==> config.mk <==
export PLATFORM = sky130hd
export DESIGN_NAME = sha1_stream_hasher
export DESIGN_NICKNAME = d
export VERILOG_FILES = /design/src/rtl/sha1sh_pkg.sv /design/src/rtl/sha1sh_ctrl.sv /design/src/rtl/sha1sh_datapath.sv /design/src/rtl/sha1_stream_hasher.sv
export SDC_FILE = /design/constraint.sdc
export NUM_CORES = 2
export LEC_CHECK = 0
export BUFFER_PORTS_ARGS = -buffer_cell sky130_fd_sc_hd__buf_4
export CAP_MARGIN = 40
export CORE_MARGIN = 2
export CORE_UTILIZATION = 55
export CTS_CLUSTER_SIZE = 25
export DETAILED_ROUTE_END_ITERATION = 10
export GPL_TIMING_DRIVEN = 0
export PLACE_DENSITY = 0.81
export SETUP_SLACK_MARGIN = 0.1
export SYNTH_ARGS = -nofsm -noshare
export SYNTH_HDL_FRONTEND = slang
export SYNTH_SLANG_ARGS = --single-unit
export TNS_END_PERCENT = 5
==> constraint.sdc <==
create_clock -name aclk -period 20.9 [get_ports aclk]
set_input_delay 4.18 -clock aclk [delete_from_list [all_inputs] [get_ports aclk]]
set_output_delay 4.18 -clock aclk [all_outputs]
set_load 0.02 [all_outputs]
==> src/rtl/sha1sh_pkg.sv <==
// Shared types, constants and command/status structs for the SHA-1 stream hasher.
// Used by the controller, the datapath and the top level; depends on nothing.
`default_nettype none

package sha1sh_pkg;

    // Initial chaining values.
    localparam logic [31:0] IV0 = 32'h67452301;
    localparam logic [31:0] IV1 = 32'hEFCDAB89;
    localparam logic [31:0] IV2 = 32'h98BADCFE;
    localparam logic [31:0] IV3 = 32'h10325476;
    localparam logic [31:0] IV4 = 32'hC3D2E1F0;

    // Round constants, one per group of twenty rounds.
    localparam logic [31:0] K0 = 32'h5A827999;
    localparam logic [31:0] K1 = 32'h6ED9EBA1;
    localparam logic [31:0] K2 = 32'h8F1BBCDC;
    localparam logic [31:0] K3 = 32'hCA62C1D6;

    // Padding marker and the buffer positions that matter to padding.
    localparam logic [7:0] PAD_MARK     = 8'h80;
    localparam logic [5:0] FILL_LEN_POS = 6'd56;
    localparam logic [5:0] FILL_LAST    = 6'd63;

    // Round counter limits.
    localparam int         ROUND_W     = 7;
    localparam logic [6:0] ROUND_G1    = 7'd20;
    localparam logic [6:0] ROUND_G2    = 7'd40;
    localparam logic [6:0] ROUND_G3    = 7'd60;
    localparam logic [6:0] ROUND_FINAL = 7'd79;

    // Source of the byte shifted into the block buffer.
    typedef enum logic [1:0] {
        SEL_INPUT  = 2'd0,
        SEL_MARK   = 2'd1,
        SEL_ZERO   = 2'd2,
        SEL_LENGTH = 2'd3
    } byte_sel_t;

    // Input item.
    typedef struct packed {
        logic [7:0] data_byte;
        logic       byte_present;
        logic       last;
    } in_t;

    // Result item.
    typedef struct packed {
        logic [63:0] digest_high;
        logic [63:0] digest_mid;
        logic [31:0] digest_low;
    } out_t;

    // Commands from the controller to the datapath.
    typedef struct packed {
        logic      shift_en;
        byte_sel_t byte_sel;
        logic      len_add;
        logic      load_work;
        logic      round_en;
        logic      fold_en;
        logic      out_load;
    } dp_cmd_t;

    // Status from the datapath to the controller.
    typedef struct packed {
        logic fill_last;
        logic fill_at_len;
        logic round_last;
        logic out_free;
    } dp_status_t;

endpackage

`default_nettype wire

==> src/rtl/sha1sh_ctrl.sv <==
// Sequencing state machine of the SHA-1 stream hasher: input handshake,
// padding steps, compression and digest hand-off. Depends on sha1sh_pkg.
`default_nettype none

module sha1sh_ctrl (
    input  wire logic                   aclk,
    input  wire logic                   aresetn,
    input  wire logic                   s_valid,
    output logic                        s_ready,
    input  wire sha1sh_pkg::in_t        s_data,
    input  wire sha1sh_pkg::dp_status_t status,
    output sha1sh_pkg::dp_cmd_t         cmd
);

    typedef enum logic [3:0] {
        ST_IDLE  = 4'b0001,
        ST_ROUND = 4'b0010,
        ST_FOLD  = 4'b0100,
        ST_PAD   = 4'b1000
    } state_t;

    state_t state_reg, state_next;
    logic   pad_active_reg, pad_active_next;
    logic   marker_reg, marker_next;
    logic   len_phase_reg, len_phase_next;

    // Items are taken only while the datapath is free.
    assign s_ready = (state_reg == ST_IDLE);

    // Next state and command decode.
    always_comb begin
        state_next      = state_reg;
        pad_active_next = pad_active_reg;
        marker_next     = marker_reg;
        len_phase_next  = len_phase_reg;
        cmd             = '0;
        cmd.byte_sel    = sha1sh_pkg::SEL_ZERO;
        case (state_reg)
            ST_IDLE: begin
                if (s_valid) begin
                    if (s_data.byte_present) begin
                        cmd.shift_en = 1'b1;
                        cmd.byte_sel = sha1sh_pkg::SEL_INPUT;
                        cmd.len_add  = 1'b1;
                    end
                    if (s_data.last) begin
                        pad_active_next = 1'b1;
                    end
                    if (s_data.byte_present && status.fill_last) begin
                        cmd.load_work = 1'b1;
                        state_next    = ST_ROUND;
                    end else if (s_data.last) begin
                        state_next = ST_PAD;
                    end
                end
            end
            ST_PAD: begin
                cmd.shift_en = 1'b1;
                if (!marker_reg) begin
                    cmd.byte_sel = sha1sh_pkg::SEL_MARK;
                    marker_next  = 1'b1;
                end else if (len_phase_reg || status.fill_at_len) begin
                    cmd.byte_sel   = sha1sh_pkg::SEL_LENGTH;
                    len_phase_next = 1'b1;
                end else begin
                    cmd.byte_sel = sha1sh_pkg::SEL_ZERO;
                end
                if (status.fill_last) begin
                    cmd.load_work = 1'b1;
                    state_next    = ST_ROUND;
                end
            end
            ST_ROUND: begin
                cmd.round_en = 1'b1;
                if (status.round_last) begin
                    state_next = ST_FOLD;
                end
            end
            ST_FOLD: begin
                if (len_phase_reg) begin
                    // Final block: wait until the output register can take the digest.
                    if (status.out_free) begin
                        cmd.out_load    = 1'b1;
                        pad_active_next = 1'b0;
                        marker_next     = 1'b0;
                        len_phase_next  = 1'b0;
                        state_next      = ST_IDLE;
                    end
                end else begin
                    cmd.fold_en = 1'b1;
                    state_next  = pad_active_reg ? ST_PAD : ST_IDLE;
                end
            end
            default: begin
                state_next = ST_IDLE;
            end
        endcase
    end

    // Control registers.
    always_ff @(posedge aclk) begin
        if (!aresetn) begin
            state_reg      <= ST_IDLE;
            pad_active_reg <= 1'b0;
            marker_reg     <= 1'b0;
            len_phase_reg  <= 1'b0;
        end else begin
            state_reg      <= state_next;
            pad_active_reg <= pad_active_next;
            marker_reg     <= marker_next;
            len_phase_reg  <= len_phase_next;
        end
    end

`ifndef NO_ASSERTIONS
    // The fold step follows only the final round.
    a_fold_after_last_round: assert property (@(posedge aclk) disable iff (!aresetn)
        (state_reg == ST_FOLD && $past(state_reg) == ST_ROUND) |-> $past(status.round_last))
        else $error("fold entered before the last round");

    // Length bytes are appended only after the marker byte.
    a_len_after_marker: assert property (@(posedge aclk) disable iff (!aresetn)
        len_phase_reg |-> (marker_reg && pad_active_reg))
        else $error("length phase without marker");

    // Padding flags exist only while a message is being finished.
    a_marker_in_pad: assert property (@(posedge aclk) disable iff (!aresetn)
        marker_reg |-> pad_active_reg)
        else $error("marker flag outside padding");
`endif

endmodule

`default_nettype wire

==> src/rtl/sha1sh_datapath.sv <==
// Datapath of the SHA-1 stream hasher: byte-wide block buffer that doubles as
// the message schedule window, round unit, chaining words, bit count and
// output register. Depends on sha1sh_pkg.
`default_nettype none

module sha1sh_datapath (
    input  wire logic                   aclk,
    input  wire logic                   aresetn,
    input  wire sha1sh_pkg::in_t        s_data,
    input  wire sha1sh_pkg::dp_cmd_t    cmd,
    output sha1sh_pkg::dp_status_t      status,
    output logic                        m_valid,
    input  wire logic                   m_ready,
    output sha1sh_pkg::out_t            m_data
);

    logic [511:0]                     blk_reg, blk_next;
    logic [5:0]                       fill_reg, fill_next;
    logic [63:0]                      len_reg, len_next;
    logic [4:0][31:0]                 h_reg, h_next;
    logic [4:0][31:0]                 work_reg, work_next;
    logic [sha1sh_pkg::ROUND_W-1:0]   rnd_reg, rnd_next;
    logic                             m_valid_reg, m_valid_next;
    sha1sh_pkg::out_t                 m_data_reg, m_data_next;

    logic [7:0]       shift_byte;
    logic [63:0]      len_shift;
    logic [31:0]      w0, w2, w8, w13, w_mix, w_new;
    logic [31:0]      wa, wb, wc, wd, we;
    logic [31:0]      f_val, k_val, t_val;
    logic [4:0][31:0] sum;

    // Byte that enters the buffer: input, padding marker, zero or length byte.
    assign len_shift = len_reg >> {~fill_reg[2:0], 3'b000};
    always_comb begin
        case (cmd.byte_sel)
            sha1sh_pkg::SEL_INPUT:  shift_byte = s_data.data_byte;
            sha1sh_pkg::SEL_MARK:   shift_byte = sha1sh_pkg::PAD_MARK;
            sha1sh_pkg::SEL_LENGTH: shift_byte = len_shift[7:0];
            default:                shift_byte = 8'h00;
        endcase
    end

    // Schedule taps: word 0 is the oldest word of the sixteen-word window.
    assign w0    = blk_reg[511:480];
    assign w2    = blk_reg[447:416];
    assign w8    = blk_reg[255:224];
    assign w13   = blk_reg[95:64];
    assign w_mix = w13 ^ w8 ^ w2 ^ w0;
    assign w_new = {w_mix[30:0], w_mix[31]};

    assign wa = work_reg[0];
    assign wb = work_reg[1];
    assign wc = work_reg[2];
    assign wd = work_reg[3];
    assign we = work_reg[4];

    // Round function and constant for the current group of rounds.
    always_comb begin
        if (rnd_reg < sha1sh_pkg::ROUND_G1) begin
            f_val = (wb & wc) | (~wb & wd);
            k_val = sha1sh_pkg::K0;
        end else if (rnd_reg < sha1sh_pkg::ROUND_G2) begin
            f_val = wb ^ wc ^ wd;
            k_val = sha1sh_pkg::K1;
        end else if (rnd_reg < sha1sh_pkg::ROUND_G3) begin
            f_val = (wb & wc) | (wb & wd) | (wc & wd);
            k_val = sha1sh_pkg::K2;
        end else begin
            f_val = wb ^ wc ^ wd;
            k_val = sha1sh_pkg::K3;
        end
    end

    assign t_val = {wa[26:0], wa[31:27]} + f_val + we + k_val + w0;

    // Chaining words plus working variables at the end of a block.
    always_comb begin
        for (int i = 0; i < 5; i++) begin
            sum[i] = h_reg[i] + work_reg[i];
        end
    end

    // Next values of all registers.
    always_comb begin
        blk_next     = blk_reg;
        fill_next    = fill_reg;
        len_next     = len_reg;
        h_next       = h_reg;
        work_next    = work_reg;
        rnd_next     = rnd_reg;
        m_valid_next = m_valid_reg && !m_ready;
        m_data_next  = m_data_reg;

        if (cmd.shift_en) begin
            blk_next  = {blk_reg[503:0], shift_byte};
            fill_next = fill_reg + 6'd1;
        end
        if (cmd.len_add) begin
            len_next = len_reg + 64'd8;
        end
        if (cmd.load_work) begin
            work_next = h_reg;
            rnd_next  = '0;
        end
        if (cmd.round_en) begin
            blk_next     = {blk_reg[479:0], w_new};
            work_next[0] = t_val;
            work_next[1] = wa;
            work_next[2] = {wb[1:0], wb[31:2]};
            work_next[3] = wc;
            work_next[4] = wd;
            rnd_next     = rnd_reg + 7'd1;
        end
        if (cmd.fold_en) begin
            h_next = sum;
        end
        if (cmd.out_load) begin
            m_data_next.digest_high = {sum[0], sum[1]};
            m_data_next.digest_mid  = {sum[2], sum[3]};
            m_data_next.digest_low  = sum[4];
            m_valid_next            = 1'b1;
            h_next                  = {sha1sh_pkg::IV4, sha1sh_pkg::IV3, sha1sh_pkg::IV2,
                                       sha1sh_pkg::IV1, sha1sh_pkg::IV0};
            len_next                = '0;
            fill_next               = '0;
        end
    end

    // State with a defined reset value.
    always_ff @(posedge aclk) begin
        if (!aresetn) begin
            fill_reg    <= '0;
            len_reg     <= '0;
            h_reg       <= {sha1sh_pkg::IV4, sha1sh_pkg::IV3, sha1sh_pkg::IV2,
                            sha1sh_pkg::IV1, sha1sh_pkg::IV0};
            rnd_reg     <= '0;
            m_valid_reg <= 1'b0;
        end else begin
            fill_reg    <= fill_next;
            len_reg     <= len_next;
            h_reg       <= h_next;
            rnd_reg     <= rnd_next;
            m_valid_reg <= m_valid_next;
        end
    end

    // Payload registers.
    always_ff @(posedge aclk) begin
        blk_reg    <= blk_next;
        work_reg   <= work_next;
        m_data_reg <= m_data_next;
    end

    // Status to the controller and result port.
    assign status.fill_last   = (fill_reg == sha1sh_pkg::FILL_LAST);
    assign status.fill_at_len = (fill_reg == sha1sh_pkg::FILL_LEN_POS);
    assign status.round_last  = (rnd_reg == sha1sh_pkg::ROUND_FINAL);
    assign status.out_free    = !m_valid_reg || m_ready;
    assign m_valid            = m_valid_reg;
    assign m_data             = m_data_reg;

`ifndef NO_ASSERTIONS
    // A digest never overwrites one that has not been transferred.
    a_no_overwrite: assert property (@(posedge aclk) disable iff (!aresetn)
        cmd.out_load |-> (!m_valid_reg || m_ready))
        else $error("digest overwritten before transfer");

    // Finishing a message restarts the count and the buffer position.
    a_restart_after_digest: assert property (@(posedge aclk) disable iff (!aresetn)
        cmd.out_load |=> (len_reg == 64'd0 && fill_reg == 6'd0))
        else $error("message state not restarted");

    // Rounds and buffer loading never overlap.
    a_round_shift_excl: assert property (@(posedge aclk) disable iff (!aresetn)
        !(cmd.round_en && cmd.shift_en))
        else $error("round step and byte shift in the same cycle");
`endif

endmodule

`default_nettype wire

==> src/rtl/sha1_stream_hasher.sv <==
// SHA-1 stream hasher, top level: joins the sequencing controller and the datapath.
// Depends on sha1sh_pkg, sha1sh_ctrl and sha1sh_datapath.
//
// Usage: the s_ channel carries one item per transfer: a message byte with
// byte_present set, and last set on the item that ends the message (a last
// item without a byte is allowed, so an empty message works). The m_ channel
// carries one 160-bit digest per message, H0 first in digest_high.
// Blocks: a byte that does not complete a 64-byte block is only shifted into the buffer.
// The byte that completes a block is taken, then the 80 rounds run one after another on
// the single round unit and the result is added into the chaining words; no further item
// is taken until this is done.
// After a last item, padding enters the buffer one byte per cycle through the same
// byte-wide port, halting while a full block is compressed; one or two blocks are
// compressed, depending on buffer fill, before the digest goes to the output register.
// s_ready is high only while no block or padding work is in progress.
// A waiting digest sits in an output register; the next message is taken
// meanwhile, and only the next digest waits for m_ready if it is still unsent.
// Reset (aresetn low at a clock edge) restores the initial chaining values,
// clears the bit count and drops any pending digest.
`default_nettype none

module sha1_stream_hasher (
    input  wire logic              aclk,
    input  wire logic              aresetn,
    input  wire logic              s_valid,
    output logic                   s_ready,
    input  wire sha1sh_pkg::in_t   s_data,
    output logic                   m_valid,
    input  wire logic              m_ready,
    output sha1sh_pkg::out_t       m_data
);

    sha1sh_pkg::dp_cmd_t    cmd;
    sha1sh_pkg::dp_status_t status;

    // Sequencing controller.
    sha1sh_ctrl u_ctrl (
        .aclk    (aclk),
        .aresetn (aresetn),
        .s_valid (s_valid),
        .s_ready (s_ready),
        .s_data  (s_data),
        .status  (status),
        .cmd     (cmd)
    );

    // Buffer, round unit and output register.
    sha1sh_datapath u_datapath (
        .aclk    (aclk),
        .aresetn (aresetn),
        .s_data  (s_data),
        .cmd     (cmd),
        .status  (status),
        .m_valid (m_valid),
        .m_ready (m_ready),
        .m_data  (m_data)
    );

endmodule

`default_nettype wire

### After elaboration in Yosys (flattened, before gate mapping)

Index checks and enable logic that the tools add are counted.

| operators by class | value |
|---|---|
| add/subtract/negate cells | 12 |
| order comparisons | 3 |
| equal/unequal tests | 19 |
| shift-type cells | 1 |
| mux-type cells | 48 |
| bitwise logic cells | 15 |
| reduce and logical (&&, ||, !) cells | 16 |

Operators by type and width:

| cell | count |
|---|---|
| $mux W512 | 2 |
| $mux W160 | 2 |
| $add A32 B32 Y32 | 9 |
| $mux W32 | 5 |
| $xor A32 B32 Y32 | 5 |
| $and A32 B32 Y32 | 4 |
| $or A32 B32 Y32 | 3 |
| $add A64 B4 Y64 const B | 1 |
| $shr A64 B6 Y8 | 1 |
| $mux W4 | 9 |
| $not A32 Y32 | 1 |
| $mux W31 | 1 |
| $pmux W8 S3 | 1 |
| $mux W1 | 17 |
| $pmux W4 S4 | 1 |
| $lt A7 B6 Y1 const B | 2 |
| $mux W7 | 2 |
| $eq A6 B6 Y1 const B | 2 |
| $ne A2 B1 Y1 const B | 5 |
| $reduce_and A5 Y1 | 2 |
| $pmux W1 S2 | 4 |
| $reduce_bool A2 Y1 | 4 |
| $add A7 B1 Y7 const B | 1 |
| $eq A7 B7 Y1 const B | 1 |
| 22 further kinds | 29 |

| word-level totals | value |
|---|---|
| flip-flop bits (word level) | 1,077 |
| output and inout bits | 162 |

### Depth between registers and ports, before layout

| depth | value |
|---|---|
| word-level depth | 11 |
| mapped depth | 27 |
| depth with buffers taken out | 26 |

### Modules after synthesis

Synthesis repeated with hierarchy kept, for this count alone.

| second synthesis, totals | value |
|---|---|
| cell total of the unflattened synthesis | 4,532 |
| area, all modules | 56,539.2 µm² |

By module, submodules not included:

| module | instances | cells each | area each (µm²) |
|---|---|---|---|
| sha1sh_datapath | 1 | 4,473 | 56,036.2 |
| sha1sh_ctrl | 1 | 59 | 503.0 |

### Worst setup path before layout

Ideal clock, no wire load.

| path | value |
|---|---|
| path type | in2reg |
| start | input s_valid |
| end | register u_datapath.blk_reg[0] (enable) |
| arrival time | 12.948 ns |
| required time | 17.230 ns |
| slack | 4.282 ns |
| stages | 4 |
| path buffers | 1 |
| cells stage by stage | and3_1 > buf_4 > nor2_1 > nand2_1 |

| between the ends | value |
|---|---|
| cells in the longest elaborated chain, start to end | 3 |

Ends and longest elaborated chain:

| item | RTL line | text |
|---|---|---|
| from (decl) | sha1_stream_hasher.sv:25 | `input wire logic s_valid,` |
| $mux W5 | sha1sh_ctrl.sv:40 | `if (s_valid) begin` |
| $pmux W3 S2 | sha1sh_ctrl.sv:38 | `case (state_reg)` |
| $reduce_bool A2 Y1 (no source line) | - |  |
| to (signal assigned) | sha1sh_datapath.sv:150 | `blk_reg <= blk_next;` |
| to (decl) | sha1sh_datapath.sv:17 | `logic [511:0] blk_reg, blk_next;` |

Every way passes these cells.
A chain may end at the register's enable or synchronous reset.

==> flow_summary.json <==
{
  "status": "completed",
  "synthCells": 5916,
  "cts-root-buf": "clkbuf_16",
  "cts_hold_buf": 0,
  "synth_edf_count": 832,
  "chipHeight_um": 326,
  "synth_area_per_cell_um2": 9.63,
  "yosysMostFrequentCell": "nand2_1",
  "instances_no_fill": 7728,
  "dp.cells": 7518,
  "fin_skew_ns": 0.0242,
  "min_path_type": "reg -> reg",
  "grt_pass1_vias": 44400,
  "final_net_count": 6614,
  "regToRegSetupSlack_ns": 11.90,
  "io_buffers": 175,
  "fin_hold_ws_ns": 0.476,
  "path_class": "reg -> reg",
  "worstReg2RegStart": "u_datapath.rnd_reg[4]",
  "synth_nets": 6278,
  "ys_types": 90,
  "post_cts_buffers": 0,
  "path_depth": 25,
  "timing.fmax_mhz": 111,
  "grt_max_degree": 109,
  "endpoint": "u_datapath.wa[30]",
  "synth_top_area_cell": "edfxtp_1",
  "synthFlopType": "edfxtp_1",
  "synthTopCellsByCount": "nand2_1 (2,195), edfxtp_1 (832), nor2_1 (271), a21oi_1 (257), dfxtp_1 (242)",
  "num_rows": 118,
  "cts_inserted_buffers": 111,
  "endpoint_kind": "flip-flop",
  "num_vias": 45800,
  "die_w_um": 326,
  "cpMostUsedCell": "nor2_1",
  "critPathMaxFanout": 10,
  "yosysSeqAreaShare_pct": 52.4,
  "grt_use_total_pct": 32.8,
  "vdd_drop_max_mv": 0.0921,
  "wirelength_um": 177000,
  "route.detailed.wl_per_inst_um": 23.0,
  "crit_start": "u_datapath.rnd_reg[4]",
  "htree_levels": 3,
  "ctsResizeCount": 0,
  "drive_gt1_share_pct": 7.20,
  "synth_seq_cells": 1074,
  "finalHoldViolations": 0,
  "dieArea_mm2": 0.106,
  "largest_register_ffs": 512,
  "syn_to_final_growth_pct": 13.4,
  "synth_warnings": 0,
  "syn_area_mm2": 0.0570,
  "drc": 0,
  "required_ns": 21.34,
  "rsz0062_at_grt": "false",
  "synth_top_area_share_pct": 43.9,
  "tightest_slew_ns": 0.984,
  "min_period_ns": 9.00,
  "overflow": 0,
  "p_leak_nw": 26.2,
  "viasPerCell": 5.93,
  "fp.coreArea_mm2": 0.103,
  "ant_nets": 0,
  "path_delay_family": "compound AO/OA/AOI/OAI gates",
  "power_density_mw_per_mm2": 90.8,
  "critPathArrivalTime_ns": 9.45,
  "clk_path_buf_depth": 3,
  "place.gp.congestion": 1.00,
  "clk_latency_ns": 0.72,
  "hpwlAfterDp_um": 135000,
  "io-pin-count": 176,
  "drtPass1Iterations": 6,
  "max_slew_margin_pct": 34.4,
  "grt_pass1_wl_um": 264000,
  "cts_tree": "yes",
  "r2r_end": "u_datapath.wa[30]",
  "dr.first_iter.drc_count": 5349,
  "async_flop_share_pct": 0,
  "antenna_found_initial": 7,
  "period_share_pct": 43.1,
  "drv_cap": 0,
  "start_kind": "flip-flop",
  "cp_slowest_stage_delay_ns": 0.71,
  "critPathBufInv": 5,
  "drv_slew": 0,
  "clk_pin_slew_ns": 0.06,
  "setup_violations": 0,
  "start_util_pct": 55.3,
  "ff2ff_path_depth": 25,
  "cts.sinks": 1074,
  "critPathSlowestCell": "a21oi_1",
  "yosys-top-cells-area": "edfxtp_1 (44%), nand2_1 (14%), dfxtp_1 (8.5%), ha_1 (4.9%), fa_1 (4.4%)"
}
per-stage QoR:
step	setup slack, ns	util (%)	area [µm²]	TNS (ns)	power [mW]
6_report	11.90	62.7	64600	0	5.86
4_1_cts	12.16	62.7	64600	0	5.84
3_5_place_dp	12.23	59.0	60800	0	3.78
5_1_grt	11.69	62.7	64600	0	6.04
2_1_floorplan	4.28	-	57000	0	3.56
3_3_place_gp	-0.609	58.2	60000	-293.52	3.90
how the worst min path moves through the flow:
stage          slack (ns)                  start  depth (start not counted)                    end
2_1_floorplan        0.45  u_datapath.h_reg[114]                          2  u_datapath.h_reg[114]
3_3_place_gp         0.46  u_datapath.h_reg[157]                          2  u_datapath.h_reg[157]
3_5_place_dp         0.47  u_datapath.h_reg[144]                          2  u_datapath.h_reg[144]
4_1_cts              0.48  u_datapath.h_reg[144]                          2  u_datapath.h_reg[144]
5_1_grt              0.48   u_datapath.h_reg[82]                          2   u_datapath.h_reg[82]
6_report             0.48   u_datapath.h_reg[38]                          2   u_datapath.h_reg[38]
layer usage:
metal | vias to the layer above | routed length, µm | global-route usage (%)
met5 | - | 48 | 0
met1 | 21700 | 64100 | 40.6
met4 | 8 | 13900 | 22.2
met2 | 2659 | 82100 | 52.7
met3 | 664 | 17200 | 5.74
li1 | 20700 | - | -
worst register-to-register path, stage by stage (launching register included):
cell      delay (ns)
dfxtp_1         0.38
and3_1          0.20
a21oi_1         0.71
inv_1           0.40
nor2_1          0.44
clkinv_1        0.47
nand2_1         0.57
clkbuf_1        0.68
nor2_1          0.09
nor2_1          0.25
fa_1            0.50
fa_1            0.53
inv_1           0.05
fa_1            0.58
inv_1           0.06
ha_1            0.30
a211oi_1        0.37
o21ai_0         0.30
a221oi_1        0.52
nor2_1          0.07
o21ai_0         0.45
o2111a_1        0.25
nor3_1          0.09
a31oi_1         0.22
xor2_1          0.16
o21ai_0         0.08
layout by cell type (no fill, tap or decap), types with 27 or more instances in the layout:
| master | Yosys | layout |
|---|---|---|
| o21ai_0 | 224 | 224 |
| a211oi_1 | 28 | 28 |
| buf_4 | 2 | 177 |
| xnor2_1 | 221 | 221 |
| a21oi_1 | 257 | 257 |
| clkbuf_16 | 0 | 115 |
| inv_1 | 231 | 229 |
| ha_1 | 224 | 224 |
| fa_1 | 124 | 124 |
| edfxtp_1 | 832 | 832 |
| o21a_1 | 30 | 30 |
| nand2_1 | 2195 | 2194 |
| o21bai_1 | 27 | 27 |
| dfxtp_1 | 242 | 242 |
| or3_1 | 31 | 31 |
| a21o_1 | 82 | 82 |
| nor2_1 | 271 | 271 |
| xor2_1 | 93 | 93 |
| nor2b_1 | 55 | 55 |
| and3_1 | 35 | 35 |
| nand3_1 | 78 | 78 |
| clkbuf_1 | 215 | 234 |
| nor3_1 | 45 | 45 |
area by class of cell:
| cell class | count | area, µm² |
|---|---|---|
| Clock buffer | 138 | 2990 |
| Multi-Input combinational cell | 4364 | 25300 |
| Tap cell | 1380 | 1730 |
| Inverter | 233 | 887 |
| Buffer | 245 | 946 |
| Sequential cell | 1074 | 29800 |
| Timing Repair Buffer | 223 | 2080 |
| Antenna cell | 1 | 2.50 |
| Clock inverter | 70 | 801 |
| Fill cell | 8317 | 38500 |
power breakdown:
group	internal [mW]	total, mW	switching, mW
Combinational	0.318	0.841	0.523
Sequential	2.69	2.93	0.243
Clock	1.22	2.09	0.869
kinds of logic after synthesis:
| family | count (synthesis) | synth area share (%) |
|---|---|---|
| flops | 1074 | 52.4 |
| compound gates | 827 | 9.09 |
| simple gates | 2840 | 20.3 |
| mux | 34 | 0.890 |
| xor+xnor | 315 | 4.87 |
| buf+inv | 478 | 3.19 |
| fa+ha+maj | 348 | 9.28 |
No activity file was read; power rests on OpenSTA's default activity.
